===== src/rtl/ssww_pkg.sv =====
// ----------------------------------------------------------------------------
// ssww_pkg
// Shared types, constants and byte helpers for the whole-word substring search.
// ----------------------------------------------------------------------------
package ssww_pkg;

  localparam int MAX_PATTERN = 64;
  localparam int PIDX_W      = $clog2(MAX_PATTERN);
  localparam int LEN_W       = 7;
  localparam int BYTE_W      = 8;
  localparam int POS_W       = 32;
  localparam int CFG_IDX_W   = 2;
  localparam int CFG_DATA_W  = 32;

  // request opcodes
  localparam logic [1:0] OP_LOAD  = 2'd0;
  localparam logic [1:0] OP_BEGIN = 2'd1;
  localparam logic [1:0] OP_TEXT  = 2'd2;

  // configuration register indexes
  localparam logic [CFG_IDX_W-1:0] CFG_LEN    = 2'd0;
  localparam logic [CFG_IDX_W-1:0] CFG_CASE   = 2'd1;
  localparam logic [CFG_IDX_W-1:0] CFG_WHOLE  = 2'd2;
  localparam logic [CFG_IDX_W-1:0] CFG_OFFSET = 2'd3;

  typedef struct packed {
    logic [1:0]        op;
    logic [BYTE_W-1:0] byte_value;
    logic [PIDX_W-1:0] pattern_index;
    logic              has_context;
    logic              last_byte;
  } ssww_in_t;

  typedef struct packed {
    logic             found;
    logic [POS_W-1:0] position;
  } ssww_out_t;

  // pattern store write from a load request
  typedef struct packed {
    logic              en;
    logic [PIDX_W-1:0] idx;
    logic [BYTE_W-1:0] data;
  } pat_wr_t;

  // write into the aligned pattern copy held by the cells
  typedef struct packed {
    logic              en;
    logic [PIDX_W-1:0] idx;
    logic [BYTE_W-1:0] data;
  } qwr_t;

  typedef struct packed {
    logic eq;  // window byte matches, or cell beyond pattern length
    logic bw;  // this cell holds the byte before the window and it is a word char
  } cell_res_t;

  // request moving from the cell row to the decision stage
  typedef struct packed {
    logic                   is_text;
    logic [BYTE_W-1:0]      byte_value;
    logic                   last_byte;
    logic                   win_ok;
    logic                   start_zero;
    logic [POS_W-1:0]       start;
    logic                   ctx_word;
    logic [MAX_PATTERN-1:0] eq_vec;
    logic [MAX_PATTERN-1:0] bw_vec;
  } pipe_t;

  function automatic logic is_word(input logic [BYTE_W-1:0] b);
    logic nw;
    nw = (b == 8'h00) ||
         (b >= 8'h20 && b <= 8'h2F) ||
         (b >= 8'h3A && b <= 8'h40) ||
         (b >= 8'h5B && b <= 8'h5E) ||
         (b == 8'h60) ||
         (b >= 8'h7B && b <= 8'h7E);
    return !nw;
  endfunction

  function automatic logic [BYTE_W-1:0] fold(input logic [BYTE_W-1:0] b,
                                             input logic case_sens);
    logic [BYTE_W-1:0] r;
    r = b;
    if (!case_sens && b >= 8'h61 && b <= 8'h7A) begin
      r = b - 8'd32;
    end
    return r;
  endfunction

endpackage


===== src/rtl/substring_search_whole_word.sv =====
// ----------------------------------------------------------------------------
// substring_search_whole_word
// Leftmost whole-word pattern search over a streamed text region.
// ----------------------------------------------------------------------------
//  channel | direction | handshake          | payload
//  in_     | input     | in_valid/in_stall  | op, byte, pattern index, flags
//  out_    | output    | out_valid/out_stall| found, position
//  cfg_    | input     | cfg_we             | index, 32-bit data
//
//  One request per cycle unless in_stall; pipe and output are registered.
//  A row of 64 cells shifts each text byte and compares the whole window at
//  once; a decision stage then applies the word-boundary rules.
//  Writing pattern_length starts a realign sweep that reads the pattern
//  store once per cycle; in_stall stays high during it.
//  rst_n (synchronous) clears settings, region state and the output.
//  While out_stall holds a result, a request due to emit waits in the pipe.
// ----------------------------------------------------------------------------
module substring_search_whole_word (
  input  logic                           clk,
  input  logic                           rst_n,
  input  logic                           in_valid,
  output logic                           in_stall,
  input  ssww_pkg::ssww_in_t             in_data,
  output logic                           out_valid,
  input  logic                           out_stall,
  output ssww_pkg::ssww_out_t            out_data,
  input  logic                           cfg_we,
  input  logic [ssww_pkg::CFG_IDX_W-1:0]  cfg_index,
  input  logic [ssww_pkg::CFG_DATA_W-1:0] cfg_data
);
  import ssww_pkg::*;

  logic [LEN_W-1:0] len_r;
  logic             case_r;
  logic             whole_r;
  logic [POS_W-1:0] offset_r;
  logic [POS_W-1:0] seen_r;
  logic             ctx_word_r;
  logic             p_valid_r;
  pipe_t            p_r;

  logic             acc;
  logic             is_text;
  logic             is_begin;
  logic             shift_en;
  logic             busy;
  logic             p_take;
  logic [POS_W-1:0] seen_nxt;
  logic [POS_W-1:0] len_ext;
  logic             len_ok;
  pat_wr_t          pat_wr;
  qwr_t             qwr;

  logic [BYTE_W-1:0]      cell_byte [MAX_PATTERN];
  cell_res_t              cell_res  [MAX_PATTERN];
  logic [MAX_PATTERN-1:0] eq_vec;
  logic [MAX_PATTERN-1:0] bw_vec;

  assign in_stall = busy || (p_valid_r && !p_take);
  assign acc      = in_valid && !in_stall;
  assign is_text  = in_data.op == OP_TEXT;
  assign is_begin = in_data.op == OP_BEGIN;
  assign shift_en = acc && is_text;

  assign seen_nxt = seen_r + 32'd1;
  assign len_ext  = {{(POS_W-LEN_W){1'b0}}, len_r};
  assign len_ok   = (len_r != '0) && (len_r <= LEN_W'(MAX_PATTERN));

  assign pat_wr.en   = acc && (in_data.op == OP_LOAD);
  assign pat_wr.idx  = in_data.pattern_index;
  assign pat_wr.data = in_data.byte_value;

  ssww_loader u_loader (
    .clk    (clk),
    .rst_n  (rst_n),
    .len    (len_r),
    .len_wr (cfg_we && cfg_index == CFG_LEN),
    .pat_wr (pat_wr),
    .busy   (busy),
    .qwr    (qwr)
  );

  for (genvar j = 0; j < MAX_PATTERN; j++) begin : g_cell
    logic [BYTE_W-1:0] feed;
    if (j == 0) begin : g_head
      assign feed = in_data.byte_value;
    end else begin : g_body
      assign feed = cell_byte[j-1];
    end

    ssww_cell u_cell (
      .clk       (clk),
      .cell_idx  (PIDX_W'(j)),
      .shift_en  (shift_en),
      .byte_in   (feed),
      .byte_out  (cell_byte[j]),
      .len       (len_r),
      .case_sens (case_r),
      .qwr       (qwr),
      .res       (cell_res[j])
    );

    assign eq_vec[j] = cell_res[j].eq;
    assign bw_vec[j] = cell_res[j].bw;
  end

  always_ff @(posedge clk) begin
    if (!rst_n) begin
      len_r      <= '0;
      case_r     <= 1'b0;
      whole_r    <= 1'b0;
      offset_r   <= '0;
      seen_r     <= '0;
      ctx_word_r <= 1'b0;
      p_valid_r  <= 1'b0;
    end else begin
      if (cfg_we) begin
        unique case (cfg_index)
          CFG_LEN:    len_r    <= cfg_data[LEN_W-1:0];
          CFG_CASE:   case_r   <= cfg_data[0];
          CFG_WHOLE:  whole_r  <= cfg_data[0];
          CFG_OFFSET: offset_r <= cfg_data[POS_W-1:0];
        endcase
      end
      if (shift_en) begin
        seen_r <= seen_nxt;
      end else if (acc && is_begin) begin
        seen_r     <= '0;
        ctx_word_r <= in_data.has_context && is_word(in_data.byte_value);
      end
      if (acc && (is_text || is_begin)) begin
        p_valid_r <= 1'b1;
      end else if (p_take) begin
        p_valid_r <= 1'b0;
      end
    end
  end

  always_ff @(posedge clk) begin
    if (acc) begin
      p_r.is_text    <= is_text;
      p_r.byte_value <= in_data.byte_value;
      p_r.last_byte  <= in_data.last_byte;
      p_r.win_ok     <= len_ok && (seen_nxt >= len_ext);
      p_r.start_zero <= seen_nxt == len_ext;
      p_r.start      <= seen_nxt - len_ext;
      p_r.ctx_word   <= ctx_word_r;
      p_r.eq_vec     <= eq_vec;
      p_r.bw_vec     <= bw_vec;
    end
  end

  ssww_decide u_decide (
    .clk          (clk),
    .rst_n        (rst_n),
    .p_valid      (p_valid_r),
    .p            (p_r),
    .whole_words  (whole_r),
    .start_offset (offset_r),
    .p_take       (p_take),
    .out_valid    (out_valid),
    .out_stall    (out_stall),
    .out_data     (out_data)
  );

endmodule


===== src/rtl/ssww_cell.sv =====
// ----------------------------------------------------------------------------
// ssww_cell
// One window position: holds a text byte and the aligned pattern byte.
// ----------------------------------------------------------------------------
module ssww_cell (
  input  logic                       clk,
  input  logic [ssww_pkg::PIDX_W-1:0] cell_idx,
  input  logic                       shift_en,
  input  logic [ssww_pkg::BYTE_W-1:0] byte_in,
  output logic [ssww_pkg::BYTE_W-1:0] byte_out,
  input  logic [ssww_pkg::LEN_W-1:0]  len,
  input  logic                       case_sens,
  input  ssww_pkg::qwr_t             qwr,
  output ssww_pkg::cell_res_t        res
);
  import ssww_pkg::*;

  logic [BYTE_W-1:0] text_r;
  logic [BYTE_W-1:0] pat_r;
  logic [LEN_W-1:0]  idx_ext;

  assign idx_ext  = {1'b0, cell_idx};
  assign byte_out = text_r;

  always_ff @(posedge clk) begin
    if (shift_en) begin
      text_r <= byte_in;
    end
    if (qwr.en && qwr.idx == cell_idx) begin
      pat_r <= qwr.data;
    end
  end

  // compare the byte that enters this cell on the shift
  assign res.eq = (idx_ext >= len) ||
                  (fold(byte_in, case_sens) == fold(pat_r, case_sens));
  // after the shift this byte sits one past the window
  assign res.bw = ((idx_ext + 7'd1) == len) && is_word(text_r);

endmodule


===== src/rtl/ssww_loader.sv =====
// ----------------------------------------------------------------------------
// ssww_loader
// Pattern store and the sweep that realigns the cells' pattern copy.
// ----------------------------------------------------------------------------
module ssww_loader (
  input  logic                       clk,
  input  logic                       rst_n,
  input  logic [ssww_pkg::LEN_W-1:0]  len,
  input  logic                       len_wr,
  input  ssww_pkg::pat_wr_t          pat_wr,
  output logic                       busy,
  output ssww_pkg::qwr_t             qwr
);
  import ssww_pkg::*;

  logic [BYTE_W-1:0] mem [MAX_PATTERN];
  logic [BYTE_W-1:0] rdata_r;
  logic [LEN_W-1:0]  cnt_r;
  logic [PIDX_W-1:0] rd_idx_r;
  logic              rd_valid_r;
  logic              busy_r;
  logic              issue;
  logic [LEN_W-1:0]  rd_addr_full;
  logic [LEN_W-1:0]  wr_pos_full;
  logic              wr_hit;

  assign busy  = busy_r;
  assign issue = busy_r && (cnt_r < LEN_W'(MAX_PATTERN));

  // cell j compares against pattern[len-1-j]
  assign rd_addr_full = len - 7'd1 - cnt_r;
  assign wr_pos_full  = len - 7'd1 - {1'b0, pat_wr.idx};
  assign wr_hit       = pat_wr.en && ({1'b0, pat_wr.idx} < len) &&
                        (len <= LEN_W'(MAX_PATTERN));

  always_ff @(posedge clk) begin
    if (pat_wr.en) begin
      mem[pat_wr.idx] <= pat_wr.data;
    end
    if (issue) begin
      rdata_r  <= mem[rd_addr_full[PIDX_W-1:0]];
      rd_idx_r <= cnt_r[PIDX_W-1:0];
    end
  end

  always_ff @(posedge clk) begin
    if (!rst_n) begin
      busy_r     <= 1'b0;
      cnt_r      <= '0;
      rd_valid_r <= 1'b0;
    end else if (len_wr) begin
      busy_r     <= 1'b1;
      cnt_r      <= '0;
      rd_valid_r <= 1'b0;
    end else if (busy_r) begin
      rd_valid_r <= issue;
      if (issue) begin
        cnt_r <= cnt_r + 7'd1;
      end else begin
        busy_r <= 1'b0;
      end
    end
  end

  always_comb begin
    if (rd_valid_r) begin
      qwr.en   = 1'b1;
      qwr.idx  = rd_idx_r;
      qwr.data = rdata_r;
    end else begin
      qwr.en   = wr_hit;
      qwr.idx  = wr_pos_full[PIDX_W-1:0];
      qwr.data = pat_wr.data;
    end
  end

endmodule


===== src/rtl/ssww_decide.sv =====
// ----------------------------------------------------------------------------
// ssww_decide
// Whole-word checks, pending match, region end and the result register.
// ----------------------------------------------------------------------------
module ssww_decide (
  input  logic                       clk,
  input  logic                       rst_n,
  input  logic                       p_valid,
  input  ssww_pkg::pipe_t            p,
  input  logic                       whole_words,
  input  logic [ssww_pkg::POS_W-1:0]  start_offset,
  output logic                       p_take,
  output logic                       out_valid,
  input  logic                       out_stall,
  output ssww_pkg::ssww_out_t        out_data
);
  import ssww_pkg::*;

  logic             pending_r;
  logic [POS_W-1:0] pend_start_r;
  logic             done_r;
  logic             out_valid_r;
  ssww_out_t        out_r;

  logic             text;
  logic             pend_hit;
  logic             full;
  logic             bword;
  logic             pass;
  logic             hit_now;
  logic             found;
  logic             emit;
  logic             out_free;
  logic [POS_W-1:0] emit_start;

  assign text     = p_valid && p.is_text && !done_r;
  assign pend_hit = pending_r && (!whole_words || !is_word(p.byte_value));
  assign full     = p.win_ok && (&p.eq_vec);
  assign bword    = p.start_zero ? p.ctx_word : (|p.bw_vec);
  assign pass     = full && (!whole_words || !bword);
  assign hit_now  = pass && (p.last_byte || !whole_words);
  assign found    = pend_hit || hit_now;
  assign emit     = text && (found || p.last_byte);
  assign emit_start = pend_hit ? pend_start_r : p.start;

  assign out_free = !out_valid_r || !out_stall;
  assign p_take   = p_valid && (out_free || !emit);

  assign out_valid = out_valid_r;
  assign out_data  = out_r;

  always_ff @(posedge clk) begin
    if (!rst_n) begin
      pending_r   <= 1'b0;
      done_r      <= 1'b0;
      out_valid_r <= 1'b0;
    end else begin
      if (p_take && !p.is_text) begin
        pending_r <= 1'b0;
        done_r    <= 1'b0;
      end else if (p_take && text) begin
        if (emit) begin
          done_r    <= 1'b1;
          pending_r <= 1'b0;
        end else begin
          // a failed pending match drops; a new one may take its place
          pending_r <= pass;
        end
      end
      if (p_take && emit) begin
        out_valid_r <= 1'b1;
      end else if (!out_stall) begin
        out_valid_r <= 1'b0;
      end
    end
  end

  always_ff @(posedge clk) begin
    if (p_take && text && !emit && pass) begin
      pend_start_r <= p.start;
    end
    if (p_take && emit) begin
      out_r.found    <= found;
      out_r.position <= found ? (start_offset + emit_start) : '0;
    end
  end

endmodule


===== config.mk =====
export PLATFORM = sky130hd
export DESIGN_NAME = substring_search_whole_word
export DESIGN_NICKNAME = d
export VERILOG_FILES = /design/src/rtl/ssww_pkg.sv /design/src/rtl/substring_search_whole_word.sv /design/src/rtl/ssww_cell.sv /design/src/rtl/ssww_loader.sv /design/src/rtl/ssww_decide.sv
export SDC_FILE = /design/constraint.sdc
export NUM_CORES = 2
export LEC_CHECK = 0
export ABC_AREA = 1
export ABC_CLOCK_PERIOD_IN_PS = 20200
export BUFFER_PORTS_ARGS = -buffer_cell sky130_fd_sc_hd__buf_4
export CORE_AREA = 2 2 474 476
export DETAILED_ROUTE_END_ITERATION = 10
export DIE_AREA = 0 0 476 478
export GPL_TIMING_DRIVEN = 0
export PLACE_DENSITY = 0.59
export RECOVER_POWER = 50
export SLEW_MARGIN = 20
export SYNTH_ARGS = -nofsm -noshare
export SYNTH_HDL_FRONTEND = slang
export SYNTH_SLANG_ARGS = --single-unit

===== constraint.sdc =====
create_clock -name clk -period 20.2 [get_ports clk]
set_clock_uncertainty 0.1 [all_clocks]
set_input_delay 1.01 -clock clk [delete_from_list [all_inputs] [get_ports clk]]
set_output_delay 1.01 -clock clk [all_outputs]
set_load 0.03 [all_outputs]

==> run summary <==
remaining global-route overflow - 0
failing checks - capacitance limit, slew limit
final routed DRC violation total - 0
Routed Antenna Nets - 0
DR WL/cell - 22.39 um
WHS - 0.2429 ns
register area share after synthesis - 58.27%
crit share post-route - 44.73%
setup TNS - 0 ns
Ys Warns - 0
unrepaired setup endpoints after global routing - no
fin. max-slew vios - 751
clock sinks - 1875
Syn Nets - 9715
maximum clock path buffer count - 3
post-DR vias/cell - 5.643
Clk pin slew, worst setup/hold paths - 0.06 ns
Post-CTS Setup Inserts - 0
Rows - 174
flops & latches, synth - 1875
fmax - 0.1107 GHz
Final min period - 9.035 ns
GRT Util Overall - 24.84%
pwr/cell area - 85.72 mW/mm^2
worst skew pair latency - 0.90 ns
Critical Path Fanout Max - 69
die area - 0.2275 sq mm
Cells after Synth - 9330
status - finished, violations left
Post-synth EDFFs - 1788
core area - 0.2232 sq mm
GPL Wtd Cong - 0.9486
Initial Util - 42.63%
Yosys cell types - 80
Final nets - 10071
Setup crit start - in_data[10]
maximum vdd drop - 0.08014 mV
Req. time, crit path - 20.61 ns
PortBufs - 91
first-pass GRT wire length - 426.7 mm
# IOs - 92
most frequent cells after synthesis - edfxtp_1, nand2_1, inv_1
CTS tree - done
post_cts resized - 0
CP Launch Type - input port
layout cells sized above 1 - 5.680%
Critical Path Sink Type - register
reg2reg setup slack - 11.94 ns
largest net degree at the start of global routing - 98
Worst EP arrival - 9.44 ns
Area contributors post-synth - edfxtp_1, nand2_1, inv_1
Hold Path Class - in2reg
final total power - 9.169 mW
ys flop type - edfxtp_1
Post-synth ARST share - 0%
hold-fix buffers at CTS - 0
die width - 476 um
number of global-route vias before repair - 69258
Max-slew headroom - -247.7%
worst hold path startpoint - in_data[0]
Max Cap Viol - 18
Crit Path Class - in2reg
mapped cell area - 0.09513 sq mm
cell taking the most area after synthesis - edfxtp_1
Lkg Pwr - 40.13 nW
Clock Tree Root - clkbuf_16
r2r startpoint - len_r[0]
WL final - 287.9 mm
Die H - 478 um
Final Non-Filler Cells - 12857
initial antenna violation count - 23
DR vias - 72553
cell with the most instances after synthesis - edfxtp_1
layout overhead on the synthesized area - 12.44%
cell count of the worst hold path - 1
Fin. Hold Viols - 0
1st-iter DRT viols - 8054
number of buffers created by CTS - 200
Worst R2R Path Depth - 15
Synth Area per Inst - 10.20 sq um
final setup violation count - 0
CTS H-tree depth - 4
DP Wirelength - 205.3 mm
Worst-Margin Slew - 5.216 ns
post-layout util - 47.94%
placed insts - 12476
Synth top area share - 56.44%
drt first pass iters - 7
-- worst paths after layout --
path	to
setup / recovery	g_cell[42].u_cell.pat_r[2]
setup reg to reg	u_loader.rdata_r[6]
hold reg to reg	g_cell[55].u_cell.byte_out[1]
hold / removal	p_r[163]
-- through the flow --
step                cell area (sq um)  setup slack, ns
global placement                99560            4.445
floorplan                       95130            11.90
CTS                            108300            12.66
finish                         107000            11.17
global route                   107000            10.53
detailed placement             101400            12.67
-- cells in the final DEF (no fill, tap or decap), types with 27 or more instances in the layout --
master and n:
nor4_1 148, ha_1 324, clkinv_2 37, a311oi_1 29, bufinv_16 31, nand2_1 1497, a31oi_1 39, nor3_1 196
a2111oi_0 27, nand3_1 543, mux2i_1 64, o32ai_1 66, xnor2_1 165, mux2_2 30, o221ai_1 83, o22ai_1 59
a21oi_1 459, nor2_1 1075, inv_1 1089, nand3b_1 39, o211ai_1 49, o21ai_0 524, clkbuf_1 244, xor2_1 271
dfxtp_1 87, buf_4 48, o31ai_1 35, edfxtp_1 1788, clkbuf_16 200, clkinv_1 44, or2_2 56, nand4_1 136
-- critical path: stages --
cell	delay [ns]
clkbuf_1	2.46
inv_1	0.53
o21ai_0	2.00
clkbuf_1	0.98
clkbuf_1	0.80
clkbuf_1	0.83
clkbuf_1	0.76
-- report_power, final --
part           internal [mW]  leakage [nW]  switching [mW]
registers               4.35          16.5          0.0538
clock network           2.24          3.35            1.64
logic                  0.222          20.3           0.665
total                   6.81          40.1            2.36
-- cells by family after synthesis --
group	Yosys count	synth area share, %
xor+xnor	440	4.098
simple gates	3763	17.21
flops	1875	58.27
fa+ha+maj	328	4.345
buf+inv	1281	5.094
compound gates	1549	9.951
mux	94	1.028
-- cell type report --
class / count / area (sq um)
Clock inverter: 140 / 1817
Fill cell: 20153 / 116200
Sequential cell: 1875 / 55430
Inverter: 1111 / 4173
Tap cell: 2992 / 3744
Buffer: 170 / 694.4
Antenna cell: 5 / 12.51
Multi-Input combinational cell: 6174 / 34860
Timing Repair Buffer: 154 / 1072
Clock buffer: 236 / 5160
-- registers in the layout, indices dropped and copies added (netlist names), 8 cells and up --
name                    count
g_cell.u_cell.pat_r       512
u_loader.rdata_r            8
p_r                       173
g_cell.u_cell.byte_out    512
u_loader.mem              512
u_decide.out_data          33
seen_r                     32
offset_r                   32
u_decide.pend_start_r      32
-- per-layer routing --
| metal | track usage (%) | vias up | wire, um |
|---|---|---|---|
| met2 | 38.73 | 3182 | 128100 |
| met5 | 0 | - | 75 |
| li1 | - | 33696 | - |
| met1 | 34.00 | 35064 | 120500 |
| met3 | 5.234 | 599 | 27480 |
| met4 | 9.300 | 12 | 11770 |
Note: power is estimated with default switching activity, not from simulation.
